<file path="src/rtl/core/assert_macros.svh">
// Assertion macros used by the RTL of the triangle normal block.
`ifndef ASSERT_MACROS_SVH
`define ASSERT_MACROS_SVH
`ifndef NO_ASSERTIONS
// Checked on every rising clock edge outside reset.
`define TNBC_ASSERT(lbl, prop, msg) \
  lbl: assert property (@(posedge clk) disable iff (rst) prop) else $error(msg);
// Checked on every rising clock edge, reset included.
`define TNBC_ASSERT_RST(lbl, prop, msg) \
  lbl: assert property (@(posedge clk) prop) else $error(msg);
`else
`define TNBC_ASSERT(lbl, prop, msg)
`define TNBC_ASSERT_RST(lbl, prop, msg)
`endif
`endif

</file>
<file path="src/rtl/core/tnbc_pkg.sv">
// Package with types, widths and register codes of the triangle normal block.
`default_nettype none
package tnbc_pkg;

  localparam int CW     = 32;  // coordinate width, Q16.16
  localparam int EW     = 33;  // edge and offset width
  localparam int PW     = 66;  // edge product width
  localparam int XW     = 67;  // cross component width
  localparam int MAGW   = 65;  // cross magnitude width
  localparam int BLW    = 7;   // bit length of a cross magnitude, 0..65
  localparam int MW     = 31;  // normalised magnitude width
  localparam int SQW    = 62;  // square of a normalised magnitude
  localparam int SUMW   = 64;  // sum of squares
  localparam int RTW    = 32;  // square root width
  localparam int REMW   = 36;  // square root remainder width
  localparam int NUMW   = 47;  // dividend width
  localparam int DENW   = 33;  // divisor width
  localparam int QW     = 15;  // quotient magnitude width
  localparam int NW     = 16;  // Q1.14 normal component width
  localparam int DPW    = 49;  // normal times offset
  localparam int DOTW   = 51;  // dot product sum

  localparam int SQ_STAGES  = 8;
  localparam int SQ_STEPS   = RTW / SQ_STAGES;
  localparam int DIV_STAGES = 5;
  localparam int DIV_STEPS  = QW / DIV_STAGES;

  // Pipeline stage numbers.
  localparam int ST_SUM  = 7;
  localparam int ST_DIV0 = ST_SUM + SQ_STAGES + 1;
  localparam int ST_DOT  = ST_DIV0 + DIV_STAGES + 1;
  localparam int NS      = ST_DOT + 1;

  typedef enum logic [1:0] {
    REG_CAMERA_X = 2'd0,
    REG_CAMERA_Y = 2'd1,
    REG_CAMERA_Z = 2'd2
  } reg_idx_t;

  typedef struct packed {
    logic signed [CW-1:0] v0_x;
    logic signed [CW-1:0] v0_y;
    logic signed [CW-1:0] v0_z;
    logic signed [CW-1:0] v1_x;
    logic signed [CW-1:0] v1_y;
    logic signed [CW-1:0] v1_z;
    logic signed [CW-1:0] v2_x;
    logic signed [CW-1:0] v2_y;
    logic signed [CW-1:0] v2_z;
  } vert_t;

  typedef struct packed {
    logic signed [NW-1:0] normal_x;
    logic signed [NW-1:0] normal_y;
    logic signed [NW-1:0] normal_z;
    logic                 facing;
    logic                 degenerate;
  } res_t;

  typedef struct packed {
    logic signed [EW-1:0] x;
    logic signed [EW-1:0] y;
    logic signed [EW-1:0] z;
  } vec33_t;

endpackage
`default_nettype wire

</file>
<file path="src/rtl/core/tnbc_div.sv">
// Pipelined restoring divider giving one rounded normal magnitude per cycle unless its stages are held.
`default_nettype none
module tnbc_div (
  input  wire logic                              clk,
  input  wire logic [tnbc_pkg::DIV_STAGES:0]     ld,
  input  wire logic [tnbc_pkg::MW-1:0]           m,
  input  wire logic [tnbc_pkg::RTW-1:0]          len,
  output      logic [tnbc_pkg::QW-1:0]           quo
);

  logic [tnbc_pkg::NUMW-1:0] rem_q [0:tnbc_pkg::DIV_STAGES];
  logic [tnbc_pkg::DENW-1:0] den_q [0:tnbc_pkg::DIV_STAGES];
  logic [tnbc_pkg::QW-1:0]   quo_q [0:tnbc_pkg::DIV_STAGES];

  // Dividend m * 32768 + len over divisor 2 * len rounds half away from zero.
  always_ff @(posedge clk) begin
    if (ld[0]) begin
      rem_q[0] <= tnbc_pkg::NUMW'({m, 15'd0}) + tnbc_pkg::NUMW'(len);
      den_q[0] <= {len, 1'b0};
      quo_q[0] <= '0;
    end
  end

  for (genvar j = 1; j <= tnbc_pkg::DIV_STAGES; j++) begin : g_stage
    logic [tnbc_pkg::NUMW-1:0] rem_next;
    logic [tnbc_pkg::QW-1:0]   quo_next;
    logic [tnbc_pkg::NUMW-1:0] dsh;

    always_comb begin
      rem_next = rem_q[j-1];
      quo_next = quo_q[j-1];
      dsh      = '0;
      for (int s = 0; s < tnbc_pkg::DIV_STEPS; s++) begin
        dsh = tnbc_pkg::NUMW'(den_q[j-1]) << (tnbc_pkg::QW - 1 - (j-1)*tnbc_pkg::DIV_STEPS - s);
        if (rem_next >= dsh) begin
          rem_next = rem_next - dsh;
          quo_next = {quo_next[tnbc_pkg::QW-2:0], 1'b1};
        end else begin
          quo_next = {quo_next[tnbc_pkg::QW-2:0], 1'b0};
        end
      end
    end

    always_ff @(posedge clk) begin
      if (ld[j]) begin
        rem_q[j] <= rem_next;
        den_q[j] <= den_q[j-1];
        quo_q[j] <= quo_next;
      end
    end
  end

  assign quo = quo_q[tnbc_pkg::DIV_STAGES];

endmodule
`default_nettype wire

</file>
<file path="config.mk">
export PLATFORM = sky130hd
export DESIGN_NAME = tnbc_div
export DESIGN_NICKNAME = d
export VERILOG_FILES = /design/src/rtl/core/assert_macros.svh /design/src/rtl/core/tnbc_pkg.sv /design/src/rtl/core/tnbc_div.sv
export SDC_FILE = /design/constraint.sdc
export NUM_CORES = 2
export LEC_CHECK = 0
export ABC_AREA = 1
export BUFFER_PORTS_ARGS = -buffer_cell sky130_fd_sc_hd__buf_4
export CORE_ASPECT_RATIO = 0.7
export CORE_MARGIN = 3
export CORE_UTILIZATION = 35
export CTS_BUF_LIST = sky130_fd_sc_hd__clkbuf_4 sky130_fd_sc_hd__clkbuf_8
export DETAILED_ROUTE_END_ITERATION = 8
export SYNTH_ARGS = -nofsm -noshare
export SYNTH_HDL_FRONTEND = slang
export SYNTH_SLANG_ARGS = --single-unit
</file>
<file path="constraint.sdc">
create_clock -name clk -period 17.2 [get_ports clk]
set_clock_uncertainty 0.2 [all_clocks]
set_input_delay 3.44 -clock clk [delete_from_list [all_inputs] [get_ports clk]]
set_output_delay 3.44 -clock clk [all_outputs]
set_load 0.005 [all_outputs]
</file>
# Yosys cells after proc, flatten, opt, wreduce, memory -nomap -nowiden
# Memory sizes are Yosys's and may differ from the RTL's.
# Index checks and enable logic that the tools add are counted.
# W data, S select, Z words.
dict set report totals {
  register_bits 0
  mem_bits_rw 570
  out_inout_bits 15
  elab_cells 76
  n_memories 3
}
dict set report classes {
  n_addsub 16
  n_lt_le_gt_ge 15
  muxes 42
}
# name words word_bits read_ports rd_ports_with_merged_regs write_ports line_no
set mem_list {}
lappend mem_list {rem_q 6 47 5 0 6 tnbc_div.sv:11} ;# logic [tnbc_pkg::NUMW-1:0] rem_q [0:tnbc_pkg::DIV_STAGES];
lappend mem_list {den_q 6 33 5 0 6 tnbc_div.sv:12} ;# logic [tnbc_pkg::DENW-1:0] den_q [0:tnbc_pkg::DIV_STAGES];
lappend mem_list {quo_q 6 15 6 0 6 tnbc_div.sv:13} ;# logic [tnbc_pkg::QW-1:0] quo_q [0:tnbc_pkg::DIV_STAGES];
# cell n
set ops {}
lappend ops {{$mux W47} 15}
lappend ops {{$add A46 B32 Y47} 1}
lappend ops {{$ge A47 B33 Y1} 1}
lappend ops {{$ge A47 B34 Y1} 1}
lappend ops {{$ge A47 B35 Y1} 1}
lappend ops {{$ge A47 B36 Y1} 1}
lappend ops {{$ge A47 B37 Y1} 1}
lappend ops {{$ge A47 B38 Y1} 1}
lappend ops {{$ge A47 B39 Y1} 1}
lappend ops {{$ge A47 B40 Y1} 1}
lappend ops {{$ge A47 B41 Y1} 1}
lappend ops {{$ge A47 B42 Y1} 1}
lappend ops {{$ge A47 B43 Y1} 1}
lappend ops {{$ge A47 B44 Y1} 1}
lappend ops {{$ge A47 B45 Y1} 1}
lappend ops {{$ge A47 B46 Y1} 1}
lappend ops {{$ge A47 B47 Y1} 1}
lappend ops {{$sub A47 B33 Y47} 1}
lappend ops {{$sub A47 B34 Y47} 1}
lappend ops {{$sub A47 B35 Y47} 1}
lappend ops {{$sub A47 B36 Y47} 1}
lappend ops {{$sub A47 B37 Y47} 1}
lappend ops {{$sub A47 B38 Y47} 1}
lappend ops {{$sub A47 B39 Y47} 1}
lappend ops {{other kinds (9)} 35}

# Depth between registers and ports, before layout
# An unclocked memory read counts as a cell.
dict set report depth {
  depth_word 7
  ltp_mapped 60
  mapped_depth_nobuf 56
}

# Worst setup path before layout
# Ideal clock, no wire load.
dict set report synth_timing {
  path_kind {flip-flop to flip-flop}
  startpoint {mem rem_q[2][9] in the netlist's numbering}
  endpoint {mem rem_q[3][21] in the netlist's numbering (data pin)}
  setup_time_ns 0.252
  t_arrival_ns 7.545
  path_slack_ns 9.203
  stages_incl_launch_ff 57
  cell_sequence {edfxtp_1 -> inv_1 -> ha_1 -> inv_1 -> fa_1 -> nand2_1 -> o21ai_2 -> nand2_1 -> nand2_1 -> nand3_1 -> nand3_2 -> nand3_2 -> nand2_1 -> buf_4 -> inv_1 -> clkbuf_1 -> nand2_1 -> nand2_1 -> [... 21 more ...] -> a21oi_1 -> o21bai_1 -> a21oi_1 -> o21ai_0 -> a21boi_0 -> inv_1 -> nand2_1 -> o211ai_1 -> a21oi_1 -> nand2_1 -> nor2_1 -> nand2_1 -> nor2_1 -> nand2_1 -> buf_4 -> buf_4 -> nand2_1 -> nand2_1}
}
# element line_no
set synth_rtl {}
lappend synth_rtl {{start: declaration} tnbc_div.sv:11}

==> metrics.txt <==
DRT Pass-1 Iters 8; R2R depth 45; Worst Tran Pin Value between 1 and 1.5 ns; Routed Antenna Nets 0; cts repair resizes 0; Reg clk slew, reported paths around 0.060 ns; Synth top area share 0.248; Synth Flop Type edfxtp_1; flops & latches, synth 391; R2R Setup Slk roughly 5.6 ns; CTS tree built; Warnings, synthesis 0; max layer used met4; Async S/R FF share, synth 0; most frequent cells in the layout nand2_1 (2072), inv_1 (860), a21oi_1 (628); nets just under 8k; Max Buffers Root-to-Sink 3; CP max stage cell nor4_1; Post-Synthesis Cells between 7k and 8k; r2r endpoint rem_q[2][24]; starting density of the core 0.354; largest net degree at the start of global routing 70; Reg2Reg Launch Point den_q[1][32]; initial DRC count approximately 5.7k; crit path capture rem_q[2][24]; RSZ-0062 raised after global routing no; final setup violation count 0; Tcrit/Tclk final 0.676; Final Hold Viols 0; Max transition margin 0.220; routed length on met1 around 80 mm; minimum clock period around 12 ns; Crit Path Class reg2reg; Startpoint Class flip-flop; H-tree Lvls 3; clock sink count between 300 and 400; antenna violations before repair 8; sequential-to-total area share from yosys stat 0.248; global route overflow 0; met2 wire len 68.4 mm; placed inst area between 40000 and 50000 um2; f_max 86.0 MHz; routed len/inst around 19 um; Worst EP arrival roughly 12 ns; global-route wire length before repair roughly 260 mm; cell accounting for the most synthesized area edfxtp_1; DPL Wire Length ~140 mm; Mapped Nets 7630; Final GP Congestion between 1 and 1.5; cts hold-fix bufs 0; total CTS buffers 69; Hold/Removal Path Class reg2reg; row cnt about 110; clk root buf clkbuf_8; status finished clean; Cell Area, Synth 47300 um2; Die Height roughly 310 um; via-per-instance ratio between 5 and 6; CP endpoint kind flip-flop; Syn Area/Cell approximately 6.7 um2; via count between 40k and 50k; most frequent CP cell nand2_1; Post-synth EDFFs approximately 390; synth-to-layout area growth 8.24%; setup TNS 0 ns; Yosys cell types 52; Die ar. ~140000 um2; IO Port Bufs 84; Final Max Slew Viols 0; Worst Hold Depth 0; number of global-route vias before repair 43.4k; maxcap violations 0; All-Layer GR Usage 0.237; Worst-Skew Late Latency 0.75 ns; CP required between 15 and 20 ns; final hold slack approximately 0.22 ns; total detailed-routing wirelength around 170 mm; CP peak stage delay ~0.97 ns; Die Wd ~450 um; post-CTS setup buffer count 0; post-route cell area between 50000 and 60000 um2; Core Box Area about 130000 um2; # DRC 0; CP startpoint den_q[1][32]; Ports 85; share of cells above drive strength 1 0.0450; synth top area cells edfxtp_1 (25%), nand2_1 (16%), ha_1 (13%); most common cell after layout, fill and taps aside nand2_1; met3 wire length between 15 and 20 mm; worst-path maximum fanout slightly below 50
flip-flops by register name, summed over array words and instances (netlist names):
signal,count
den_q,111
rem_q,235
quo_q,45
metal layers:
layer	track usage	vias up
met5	0	-
met4	0.0520	0
met3	0.0501	206
met2	0.342	2008
met1	0.358	22000
li1	-	23755
cell usage after synthesis (all sizes together), types with 19 or more instances:
| cell type | count |
|---|---|
| a21oi | 628 |
| edfxtp | 391 |
| o21a | 25 |
| ha | 498 |
| nand4 | 111 |
| xor2 | 236 |
| or2 | 29 |
| nor3 | 53 |
| inv | 869 |
| clkbuf | 49 |
| a31oi | 44 |
| nand2 | 2098 |
| xnor2 | 200 |
| a21boi | 28 |
| a21o | 38 |
| nor2 | 612 |
| nand3b | 19 |
| o21bai | 48 |
| nor4 | 34 |
| o21ai | 574 |
| nand3 | 329 |
| buf | 53 |
area by class of cell:
class	count	area [um2]
clock inverters	36	342
fillers	14272	82500
diodes	1	2.50
clock buffers	84	1060
multi-input cells	5681	31800
inverters	873	3280
well taps	1767	2210
repair buffers	109	818
flip-flops and latches	391	11700
stage by stage:
stage / instances / worst slack [ns] / util
floorplan: 7047 / 9.20 / -
global placement: 8821 / 5.86 / 0.373
detailed placement: 8821 / 6.01 / 0.373
CTS: 8941 / 5.91 / 0.383
global route: 8942 / 4.73 / 0.383
finish: 8942 / 5.57 / 0.383
worst min-delay path by stage:
stage / start / slack (ns) / end
floorplan: quo_q[1][0] / 0.20 / quo_q[2][3]
global placement: quo_q[3][0] / 0.20 / quo_q[4][3]
detailed placement: quo_q[2][4] / 0.20 / quo_q[3][7]
CTS: quo_q[4][2] / 0.22 / quo_q[5][5]
global route: quo_q[3][0] / 0.22 / quo_q[4][3]
finish: quo_q[2][4] / 0.22 / quo_q[3][7]
critical path: cells and delay by family, from the launching register on:
kind / cells / cell delay (ns)
AOI/OAI and AO/OA: 9 / 2.19
DFF: 1 / 0.34
buffers and inverters: 12 / 2.51
adders and majority gates: 3 / 1.21
and+or+nand+nor: 21 / 4.79
kinds of logic (layout without fill, tap and decap cells):
family / Yosys count / after routing / share of synthesized area
adder cells (fa/ha/maj): 513 / 513 / 0.138
buffers and inverters: 975 / 1102 / 0.0807
other: 0 / 1 / 0
flip-flops: 391 / 391 / 0.248
AND/OR/NAND/NOR: 3298 / 3298 / 0.289
AO/OA/AOI/OAI: 1434 / 1434 / 0.164
XOR/XNOR: 436 / 436 / 0.0807
Power is not shown: default switching activity piles up to over one toggle a cycle in this logic, so the estimate is an artifact.
